### config.mk
export PLATFORM = sky130hd
export DESIGN_NAME = fhp_cell
export DESIGN_NICKNAME = d
export VERILOG_FILES = /design/src/hdl/fhp_pkg.sv /design/src/hdl/fhp_cell.sv
export SDC_FILE = /design/constraint.sdc
export NUM_CORES = 1
export LEC_CHECK = 0
export BUFFER_PORTS_ARGS = -buffer_cell sky130_fd_sc_hd__buf_4
export CORE_ASPECT_RATIO = 1.1
export CORE_MARGIN = 3
export CORE_UTILIZATION = 38
export CTS_BUF_LIST = sky130_fd_sc_hd__clkbuf_16
export CTS_CLUSTER_SIZE = 25
export DETAILED_ROUTE_END_ITERATION = 8
export GPL_ROUTABILITY_DRIVEN = 0
export GPL_TIMING_DRIVEN = 0
export PLACE_DENSITY = 0.74
export SLEW_MARGIN = 20
export SYNTH_ARGS = -nofsm -noshare
export SYNTH_HDL_FRONTEND = slang
export SYNTH_SLANG_ARGS = --single-unit
export TNS_END_PERCENT = 5
### constraint.sdc
create_clock -name clk -period 0.8 [get_ports clk]
set_input_delay 0.04 -clock clk [delete_from_list [all_inputs] [get_ports clk]]
set_output_delay 0.04 -clock clk [all_outputs]
set_load 0.02 [all_outputs]
### src/hdl/fhp_pkg.sv
`timescale 1ns / 1ps
`default_nettype none
// ----------------------------------------------------------------------------
// FIR high-pass filter package
// Command codes, field widths and control bundles shared by the filter files.
// ----------------------------------------------------------------------------
package fhp_pkg;

	// Command field of an input word.
	localparam logic CMD_FILTER = 1'b0;
	localparam logic CMD_LOAD   = 1'b1;

	// Width of the coefficient index field; it sets how many taps are loadable.
	localparam int COEF_INDEX_W = 7;
	localparam int LOADABLE_TAPS = 1 << COEF_INDEX_W;

	// Per-cycle control that every tap cell sees.
	typedef struct packed {
		logic shift;   // a new sample enters the delay line
		logic rotate;  // both rings advance one cell toward the tail
	} fhp_cell_ctrl_t;

	// Control of the multiply-accumulate unit at the tail of the chain.
	typedef struct packed {
		logic clear;   // start a new sum
		logic mul_en;  // take a product of the tail cell this cycle
	} fhp_mac_ctrl_t;

endpackage
`default_nettype wire

### src/hdl/fhp_cell.sv
`timescale 1ns / 1ps
`default_nettype none
// ----------------------------------------------------------------------------
// FIR tap cell
// Holds one delayed sample and its coefficient and hands both to the next cell.
// ----------------------------------------------------------------------------
module fhp_cell #(
	parameter int SAMPLE_WIDTH = 16
) (
	input  wire logic                           clk,
	input  wire logic                           arst_n,
	input  wire fhp_pkg::fhp_cell_ctrl_t        ctrl,
	input  wire logic                           load_en,
	input  wire logic signed [SAMPLE_WIDTH-1:0] hist_prev,
	input  wire logic signed [SAMPLE_WIDTH-1:0] coef_prev,
	input  wire logic signed [SAMPLE_WIDTH-1:0] load_value,
	output logic signed [SAMPLE_WIDTH-1:0]      hist,
	output logic signed [SAMPLE_WIDTH-1:0]      coef
);

	logic signed [SAMPLE_WIDTH-1:0] hist_q;
	logic signed [SAMPLE_WIDTH-1:0] coef_q;

	// The sample moves on both a shift-in and a rotation step.
	always_ff @(posedge clk or negedge arst_n) begin
		if (!arst_n) begin
			hist_q <= '0;
		end else if (ctrl.shift || ctrl.rotate) begin
			hist_q <= hist_prev;
		end
	end

	// The coefficient moves only while rotating; a load writes it in place.
	always_ff @(posedge clk or negedge arst_n) begin
		if (!arst_n) begin
			coef_q <= '0;
		end else if (ctrl.rotate) begin
			coef_q <= coef_prev;
		end else if (load_en) begin
			coef_q <= load_value;
		end
	end

	assign hist = hist_q;
	assign coef = coef_q;

endmodule
`default_nettype wire

Word level (Yosys, flattened, before mapping)
Index checks and enable logic that the tools add are counted.
Word-level totals
  flip-flop bits (word level): 32
  word-level logic and storage cells: 6
Cells by class
  mux-type cells: 2
  reduce and logical (&&, ||, !) cells: 2
Operator list (count)
  $mux 16: 2
  $reduce_bool 2->1: 1
  $logic_or 1x1->1: 1

Longest topological paths before layout
  depth after elaboration: 2
  gate-level depth with buffers: 4
  gate-level depth less buffers: 2

Least setup slack after synthesis
OpenSTA, ideal clock, no wires.
  path kind: in2reg
  start: input ctrl[0] in the netlist's numbering
  end: register hist_q[10] (netlist: hist[10])
  library setup time: 0.125 ns
  arrival: 0.749 ns
  slack: -0.074 ns
  stages: 4
  buffers on the path: 2
  cell sequence: buf_6 nor2_8 buf_12 mux2_4
Between the ends
  word-level cells in the longest chain between the ends: 1
Ends and longest elaborated chain
  from (decl): RTL line fhp_cell.sv:12  | input wire fhp_pkg::fhp_cell_ctrl_t ctrl,
  $logic_or 1x1->1: RTL line fhp_cell.sv:28  | end else if (ctrl.shift || ctrl.rotate) begin
  to (signal assigned): RTL line fhp_cell.sv:29  | hist_q <= hist_prev;
  to (decl): RTL line fhp_cell.sv:21  | logic signed [SAMPLE_WIDTH-1:0] hist_q;
Every way passes these cells.
A chain may end at the register's enable or synchronous reset.

Worst setup path after layout
  start: register coef_q[11] (netlist: coef[11])
  end: output coef[11]
RTL lines
  from (decl): RTL line fhp_cell.sv:22  | logic signed [SAMPLE_WIDTH-1:0] coef_q;
  from (signal assigned): RTL line fhp_cell.sv:38  | coef_q <= coef_prev;
  from (signal assigned): RTL line fhp_cell.sv:40  | coef_q <= load_value;
  to (decl): RTL line fhp_cell.sv:18  | output logic signed [SAMPLE_WIDTH-1:0] coef
No word-level cell between the ends.

==> summary.md <==
| Metric | Value |
|---|---|
| Status | complete, but fails checks |
| WP buf/inv | 1 |
| Failing checks | negative hold slack, negative setup slack |
| Via count | 1215 |
| Clk slew on worst S/H paths | 50 ps |
| CTS tree | yes |
| Total of fill cells in the finished design | 226 |
| Unrepaired setup endpoints after global routing | true |
| Register area share after synthesis | 57.0% |
| FP Rows | 22 |
| Setup crit start | coef[11] |
| Initial core utilization | 40.8% |
| CTS Buffer Depth | 2 |
| Tightest Hold Check Type | primary input to register |
| Placed Area | 2080 µm² |
| Critical Path RT | 760 ps |
| Critical path's top delay family | flip-flops |
| Crit Path Class | register to primary output |
| CTS root buf | clkbuf_16 |
| Worst Hold Launch | ctrl[0] |
| Yosys reg bits | 32 |
| DR iter-0 viols | 101 |
| Synth area leaders | dfrtp_1 (57%), mux2i_1 (11%), mux2_4 (11%) |
| Relative slew slack | 71.5% |
| Global route total overflow | 0 |
| Pwr Density | 2000 nW/µm² |
| CP Cell Sequence | buf_6 |
| Total Wirelength | 3930 µm |
| Slowest cell on crit path | dfrtp_1 |
| Avg Cell Area, Syn | 13.5 µm² |
| Post-synth top area share | 57.0% |
| Period utilization | 107% |
| Cell count after synthesis | 104 |
| Skew final | 0 ps |
| Multi-input logic area | 538 µm² |
| CP Capture Type | primary output |
| TritonCTS Buffers | 5 |
| Clk_lat worst skew | 260 ps |
| CP Data Arrival Time | 810 ps |
| Setup_tns | -1080 ps |
| Die Footprint | 4460 µm² |
| Post-route cell area | 2520 µm² |
| Global-route wire length before repair | 6710 µm |
| Largest net degree at the start of global routing | 33 |
| Antenna diode count | 0 |
| Clk sink count | 32 |
| Wire length per cell | 15.3 µm |
| Routed Antenna Nets | 0 |
| Largest stage delay on the critical path | 410 ps |
| Startpoint Class | register |
| Share of cells above drive strength 1 | 52.6% |
| Vias in the first global route | 1395 |
| Dominant cell type by area after synthesis | dfrtp_1 |
| Synth unique cells | 11 |
| Fmax | 1170 MHz |
| Final setup viols | 35 |
| Die Y | 69.8 µm |
| Reg-to-reg startpoint | coef[15] |
| Max-Cap Viols | 0 |
| Net count, final | 261 |
| Vias per cell | 4.73 |
| Leak | 0.00127 µW |
| I/O pin cnt | 85 |
| Core Footprint | 3440 µm² |
| Slew @ Worst Pin | 427 ps |
| Post-Syn Nets | 157 |
| IO buf count | 82 |
| Worst hold margin | -14.2 ps |
| Register area | 801 µm² |
| Drt drc | 0 |
| GRT Util Overall | 19.3% |
| Final hold vios | 1 |
| Peak VDD IR | 1.65 mV |
| H-tree depth | 2 |
| Crit path max fanout | 2 |
| P&R area growth vs syn | 79.5% |
| Final worst setup slack | -54.4 ps |
| Synth warn | 0 |
| Fin crit period | 854 ps |
| Initial antenna violation count | 0 |
| Mapped cell area | 1410 µm² |
| Max-slew violations | 0 |
| Die Wd | 64.0 µm |
| DRT Pass-1 Iters | 4 |
| Final HPWL DP | 2750 µm |
[cell type report]
class	count	share of cell area, %
flip-flops and latches	32	31.7
repair buffers	97	35.3
multi-input cells	65	21.3
clock buffers	5	4.96
well taps	48	2.38
plain buffers	7	2.78
clock inverters	3	1.49
[flip-flops by register name, summed over array words and instances (netlist names)]
signal  count
coef       16
hist       16
[worst reg2reg max path, stage by stage, from the launching register on]
cell and delay [ps]:
dfrtp_1 390, mux2i_1 190, o21ai_1 100
[cell families after synthesis]
| logic type | Yosys count | share of synthesized area [%] |
|---|---|---|
| flip-flops | 32 | 57.0 |
| AO/OA/AOI/OAI | 16 | 5.70 |
| buffers and inverters | 7 | 4.72 |
| AND/OR/NAND/NOR | 17 | 5.70 |
| multiplexers | 32 | 26.9 |
[layer usage]
layer / track usage [%] / up-vias / share of wire, %
met5: 0 / - / 0
met4: 8.63 / 0 / 1.6
met3: 4.70 / 6 / 8.1
met2: 34.3 / 65 / 52
met1: 21.4 / 581 / 38
li1: - / 563 / -
[Yosys cell counts]
cell      count
dfrtp_1      32
mux2i_1      16
nand2_1      16
o21ai_0      16
mux2_4       10
mux2_2        6
buf_6         3
clkbuf_1      2
buf_12        1
buf_2         1
nor2_8        1
[per-stage QoR]
step | worst slack [ps] | utilization [%] | cells | power [µW]
2_1_floorplan | -47.7 | - | 104 | 2320
3_3_place_gp | -134 | 60.6 | 234 | 2810
3_5_place_dp | -155 | 60.6 | 234 | 2840
4_1_cts | -55.7 | 72.9 | 256 | 5090
5_1_grt | -71.4 | 73.3 | 257 | 5270
6_report | -54.4 | 73.3 | 257 | 5050
[where the power goes]
part	internal [µW]	switching (µW)
combinational	658	468
sequential	1770	115
clock	1440	599
[layout by cell type (no fill, tap or decap), drive strengths merged]
cell type / netlist / final
dlymetal6s4s: 0 / 2
o21ai: 16 / 16
dlygate4sd3: 0 / 13
bufinv: 0 / 1
dfrtp: 32 / 32
nand2: 16 / 16
nor2: 1 / 1
clkbuf: 2 / 7
mux2: 16 / 16
buf: 5 / 87
mux2i: 16 / 16
clkinv: 0 / 2
[path summary, 6_finish.rpt]
path / slack (ps) / depth (start not counted) / end
worst min register to register: 530 / 1 / hist[1]
min in group asynchronous: 250 / 2 / coef[0]
worst max register to register: -20 / 2 / coef[15]
max in group asynchronous: 260 / 2 / coef[6]
worst min-delay path: -10 / 2 / coef[13]
worst max-delay path: -50 / 1 / coef[11]
[timing repair]
item                                    4_1_cts  5_1_grt
endpoints found under the setup margin       32       49
endpoints found under the hold margin        50        5
gates resized for setup                      32       16
setup buffers                                 0        0
hold buffers                                 14        1
Note: power is estimated with default switching activity, not from simulation.
