File: src/hdl/fhp_pkg.sv
`timescale 1ns / 1ps
`default_nettype none
// ----------------------------------------------------------------------------
// FIR high-pass filter package
// Command codes, field widths and control bundles shared by the filter files.
// ----------------------------------------------------------------------------
package fhp_pkg;

	// Command field of an input word.
	localparam logic CMD_FILTER = 1'b0;
	localparam logic CMD_LOAD   = 1'b1;

	// Width of the coefficient index field; it sets how many taps are loadable.
	localparam int COEF_INDEX_W = 7;
	localparam int LOADABLE_TAPS = 1 << COEF_INDEX_W;

	// Per-cycle control that every tap cell sees.
	typedef struct packed {
		logic shift;   // a new sample enters the delay line
		logic rotate;  // both rings advance one cell toward the tail
	} fhp_cell_ctrl_t;

	// Control of the multiply-accumulate unit at the tail of the chain.
	typedef struct packed {
		logic clear;   // start a new sum
		logic mul_en;  // take a product of the tail cell this cycle
	} fhp_mac_ctrl_t;

endpackage
`default_nettype wire

File: src/hdl/fhp_mac.sv
`timescale 1ns / 1ps
`default_nettype none
// ----------------------------------------------------------------------------
// FIR multiply-accumulate unit
// Multiplies the tail cell's pair, sums the products, then rounds and clips.
// ----------------------------------------------------------------------------
module fhp_mac #(
	parameter int SAMPLE_WIDTH = 16,
	parameter int ACC_W        = 39
) (
	input  wire logic                           clk,
	input  wire logic                           arst_n,
	input  wire fhp_pkg::fhp_mac_ctrl_t         ctrl,
	input  wire logic signed [SAMPLE_WIDTH-1:0] sample_tail,
	input  wire logic signed [SAMPLE_WIDTH-1:0] coef_tail,
	output logic signed [SAMPLE_WIDTH-1:0]      sample_out,
	output logic                                saturated
);

	localparam int PROD_W = 2 * SAMPLE_WIDTH;
	localparam logic signed [ACC_W-1:0] ROUND =
		{{(ACC_W-1){1'b0}}, 1'b1} << (SAMPLE_WIDTH - 2);
	localparam logic signed [ACC_W-1:0] MAXV =
		({{(ACC_W-1){1'b0}}, 1'b1} << (SAMPLE_WIDTH - 1)) - {{(ACC_W-1){1'b0}}, 1'b1};
	localparam logic signed [ACC_W-1:0] MINV = ~MAXV;

	logic signed [PROD_W-1:0] prod_s1;
	logic                     prod_valid_s1;
	logic signed [ACC_W-1:0]  acc_q;
	logic signed [ACC_W-1:0]  rounded;
	logic signed [ACC_W-1:0]  shifted;
	logic                     sat_hi;
	logic                     sat_lo;

	// Product register.
	always_ff @(posedge clk or negedge arst_n) begin
		if (!arst_n) begin
			prod_valid_s1 <= 1'b0;
		end else begin
			prod_valid_s1 <= ctrl.mul_en;
		end
	end

	always_ff @(posedge clk) begin
		if (ctrl.mul_en) begin
			prod_s1 <= sample_tail * coef_tail;
		end
	end

	// Accumulator; it wraps at its width, which is exact below the 64-bit cap.
	always_ff @(posedge clk or negedge arst_n) begin
		if (!arst_n) begin
			acc_q <= '0;
		end else if (ctrl.clear) begin
			acc_q <= '0;
		end else if (prod_valid_s1) begin
			acc_q <= acc_q + ACC_W'(prod_s1);
		end
	end

	// Round half up, drop the fraction bits and clip to the sample range.
	always_comb begin
		rounded = acc_q + ROUND;
		shifted = rounded >>> (SAMPLE_WIDTH - 1);
		sat_hi  = shifted > MAXV;
		sat_lo  = shifted < MINV;
	end

	assign sample_out = sat_hi ? MAXV[SAMPLE_WIDTH-1:0] :
		(sat_lo ? MINV[SAMPLE_WIDTH-1:0] : shifted[SAMPLE_WIDTH-1:0]);
	assign saturated = sat_hi || sat_lo;

endmodule
`default_nettype wire

File: config.mk
export PLATFORM = sky130hd
export DESIGN_NAME = fhp_mac
export DESIGN_NICKNAME = d
export VERILOG_FILES = /design/src/hdl/fhp_pkg.sv /design/src/hdl/fhp_mac.sv
export SDC_FILE = /design/constraint.sdc
export NUM_CORES = 1
export LEC_CHECK = 0
export ABC_AREA = 1
export BUFFER_PORTS_ARGS = -buffer_cell sky130_fd_sc_hd__buf_4
export CAP_MARGIN = 40
export CELL_PAD_IN_SITES_DETAIL_PLACEMENT = 1
export CELL_PAD_IN_SITES_GLOBAL_PLACEMENT = 2
export CORE_ASPECT_RATIO = 0.6
export CORE_MARGIN = 2
export CORE_UTILIZATION = 39
export DETAILED_ROUTE_END_ITERATION = 6
export PLACE_DENSITY_LB_ADDON = 0.1
export RECOVER_POWER = 50
export SLEW_MARGIN = 20
export SYNTH_ARGS = -nofsm -noshare
export SYNTH_HDL_FRONTEND = slang
export SYNTH_SLANG_ARGS = --single-unit
File: constraint.sdc
create_clock -name clk -period 2.8 [get_ports clk]
set_input_delay 0.14 -clock clk [delete_from_list [all_inputs] [get_ports clk]]
set_output_delay 0.14 -clock clk [all_outputs]
set_load 0.02 [all_outputs]
Word-level counts from Yosys, hierarchy flattened
Index checks and enable logic that the tools add are counted.
Widths: inputs -> output; s select.
{"block": "word_totals", "ff_bits": 72, "inputBits": 36, "output_inout_bits": 17, "word_cells": 14}
{"block": "op_classes", "add_sub_neg": 2, "multipliers": 1, "order_cmp": 2, "n_mux": 4, "reduce_logical": 2}
{"cell": "$mux 39", "count": 2}
{"cell": "$add 39x16->39 const B", "count": 1}
{"cell": "$add 39x32->39", "count": 1}
{"cell": "$mul 16x16->32", "count": 1}
{"cell": "$mux 16", "count": 2}
{"cell": "$gt 24x16->1 const B", "count": 1}
{"cell": "$lt 24x16->1 const B", "count": 1}
{"cell": "$reduce_bool 2->1", "count": 1}
{"cell": "$logic_or 1x1->1", "count": 1}

Depth between registers and ports, before layout
{"block": "depth", "word_depth": 4, "depth_mapped": 27, "ltp_nobuf": 25}

Least setup slack after synthesis
No wires, ideal clock.
{"block": "synth_timing", "path_type": "input port to flip-flop", "from": "in coef_tail[5]", "to": "reg prod_s1[31], data pin", "setup_ns": 0.258, "arrival_ns": 5.499, "required_ns": 2.542, "setup_slack_ns": -2.956, "path_stages": 19, "n_path_buf": 2, "cell_sequence": "clkbuf_1 -> clkbuf_1 -> nand2_1 -> fa_1 -> fa_1 -> inv_1 -> fa_1 -> inv_1 -> fa_1 -> fa_1 -> fa_1 -> inv_1 -> ha_1 -> inv_1 -> nor3_1 -> nand2_1 -> or2_2 -> nand3_1 -> xnor2_1"}
{"block": "synth_between", "elab_chain_len": 1}
{"element": "start, declared", "line": "fhp_mac.sv:15", "source": "input wire logic signed [SAMPLE_WIDTH-1:0] coef_tail,"}
{"element": "$mul 16x16->32", "line": "fhp_mac.sv:46", "source": "prod_s1 <= sample_tail * coef_tail;"}
{"element": "end signal, assigned", "line": "fhp_mac.sv:46"}
{"element": "end, declared", "line": "fhp_mac.sv:27", "source": "logic signed [PROD_W-1:0] prod_s1;"}
No other way between the ends.
A chain may end at the register's enable or synchronous reset.

Worst setup path in the final report
{"block": "layout_timing", "from": "in coef_tail[15]", "to": "reg prod_s1[31], data pin"}
The elaborated chain is that of the path after synthesis.

==> reports/results.ini <==
[timing]
maxSlewViolCount=34
rsz0062_at_grt=true
max_freq_mhz=197
fin_ws_ns=-2.27
final-setup-viol-count=27
worst_pin_slew_ns=1.97
clock_skew_ns=0.00580
period_minus_slack_ns=5.07
finalCritPeriodShare=1.81
relSlewSlack=-0.316
final_hold_viol_count=0

[placed_design]
gp_congestion=0.946
hpwlAfterDp_um=51500
port_buffers=52

[global_routing]
grt_pass1_vias=17000
grt.total_usage=0.289
grt-ovfl-total=0
grt_pass1_wl_um=95500
antenna_found_initial=3
grt_max_degree=41

[drt]
firstDrtPassIters=5
via_per_inst=5.01
routedWlPerCell_um=19.7
routed_wl_um=60700
postRouteAntennaNets=0
vias=15500
drc=0
drtIter0Drc=922

[floorplanning]
start_util=0.394
rows=58
core_um2=41700
die_x_um=269
dieArea_um2=43700
boundaryPins=53
die_y_um=163

[yosys]
ys_top_cells_by_area=fa_1 (32%), nand2_1 (14%), inv_1 (13%), ha_1 (9.2%), dfrtp_1 (6.1%)
avgSynthCellArea_um2=7.34
synth_edf_count=32
syn-num-nets=2654
synth_top_area_share=0.321
synth_top_flop_cell=dfrtp_1
synth.distinct_cells=45
ys_warn_count=0
async_reset_ff_frac=0.556
yosys-top-cells-count=nand2_1 (617), inv_1 (558), fa_1 (263), nor2_1 (135), ha_1 (121)
synth_top_area_cell=fa_1
seq_area_frac_synth=0.120
syn_area_um2=16400
synth_most_common_cell=nand2_1
ys_ff_latch=72
synth_cells=2234

[clock_network]
cts_buffers=9
clkTransAtPathRegs_ns=0.06
tritoncts=done
htreeDepth=3
clockBufferDepth=2
clock-sinks=72
root_buffer=clkbuf_16
worst_skew_pair.late_latency_ns=0.36

[hold_path]
hold_class=input pin to flop

[cells_and_area]
area_growth_syn_to_layout_pct=33.8
drive_gt1_frac=0.292
nNetsFinal=2931
final_core_util=0.526
antenna_cells=0

[run_status]
status=finished with violations
violations=capacitance limit, slew limit, setup timing

[critical_path]
crit_type=input pin to flop
cp-start-kind=input pin
end_kind=flop
crit_fanout=4
cp.required_ns=2.92
crit_arrival_ns=5.19

[job]
cap_violations=1

==> state kept, by name, summed over array words and instances, names as in the netlist <==
register and count:
prod_s1 32, acc_q 39, prod_valid_s1 1
==> through the flow <==
stage / setup slack (ns) / hold WS (ns) / std cells / cell area (um^2) / TNS [ns]
3_5_place_dp: -2.77 / 0.184 / 3008 / 19800 / -62.38
3_3_place_gp: -2.65 / 0.178 / 3008 / 19800 / -59.79
5_1_grt: -2.35 / 0.339 / 3086 / 21900 / -51.82
6_report: -2.27 / 0.318 / 3086 / 21900 / -47.94
4_1_cts: -2.24 / 0.135 / 3063 / 21200 / -47.95
2_1_floorplan: -2.16 / -0.156 / 2234 / 17700 / -47.83
==> cell type report <==
cell class | count | area [um^2]
Multi-Input combinational cell | 1531 | 13700
Clock inverter | 4 | 77.6
Clock buffer | 12 | 246
Timing Repair Buffer | 331 | 3090
Sequential cell | 72 | 1980
Inverter | 566 | 2150
Fill cell | 5106 | 19700
Tap cell | 570 | 713
==> worst paths after layout <==
path / from / end / slack, ns / cells past startpoint
max in group asynchronous: arst_n / acc_q[14]$_DFFE_PN0P_ / 1.43 / 2
min reg2reg: acc_q[13]$_DFFE_PN0P_ / acc_q[13]$_DFFE_PN0P_ / 0.49 / 2
max: coef_tail[15] / prod_s1[31]$_DFFE_PP_ / -2.27 / 22
min in group asynchronous: arst_n / acc_q[1]$_DFFE_PN0P_ / 0.55 / 2
max reg2reg: acc_q[18]$_DFFE_PN0P_ / acc_q[25]$_DFFE_PN0P_ / 0.07 / 10
min: sample_tail[0] / prod_s1[0]$_DFFE_PP_ / 0.32 / 4
==> logic make-up after synthesis <==
kind of cell,Yosys count,share of synthesized area
compound gates,190,0.0634
xor+xnor,54,0.0300
flops,72,0.120
buf+inv,631,0.146
simple gates,903,0.227
fa+ha+maj,384,0.414
==> timing repair <==
item | CTS | global route
gates cloned | 1 | 0
gates resized for setup | 222 | 156
pin swaps | 110 | 162
hold buffers | 2 | 0
hold endpoints to repair | 42 | 0
endpoints found under the setup margin | 43 | 46
setup buffers | 36 | 30
==> layout by cell type (no fill, tap or decap), types with 10 or more instances in the layout <==
master,instances
nand2_1,545
inv_1,469
fa_1,239
buf_4,232
nor2_1,113
inv_2,85
ha_1,80
a21oi_1,59
buf_6,58
o21ai_0,57
nand2_2,56
nand3_1,51
ha_4,39
nand2_4,36
edfxtp_1,32
xor2_1,28
fa_2,24
dfrtp_1,24
buf_12,22
nand4_1,18
nor2_2,16
nand3_2,16
dfrtp_2,16
a21oi_2,15
xnor2_1,15
buf_8,13
nor2_4,12
inv_4,10
==> critical path: stages <==
cell	delay, ns
buf_6	0.07
clkinvlp_4	0.14
buf_6	0.16
or2_4	0.23
fa_1	0.55
inv_1	0.07
fa_1	0.48
inv_1	0.05
fa_1	0.50
inv_2	0.04
fa_1	0.48
fa_1	0.51
inv_2	0.04
fa_2	0.53
inv_2	0.04
ha_4	0.30
nand2_4	0.08
nor3_4	0.24
nand2_2	0.13
or2_4	0.25
nand3_2	0.06
xnor2_1	0.07
==> routing by layer <==
| metal | vias to the layer above | share of wire | track usage |
|---|---|---|---|
| met1 | 7878 | 0.50 | 0.437 |
| li1 | 7168 | - | - |
| met2 | 372 | 0.42 | 0.425 |
| met3 | 41 | 0.076 | 0.0773 |
| met4 | 2 | 0.0067 | 0.0268 |
| met5 | - | 0.00020 | 0 |
Power is left out: the tool's default activity adds up to more than one toggle a clock period on the data nets, which glitch-free logic cannot reach.
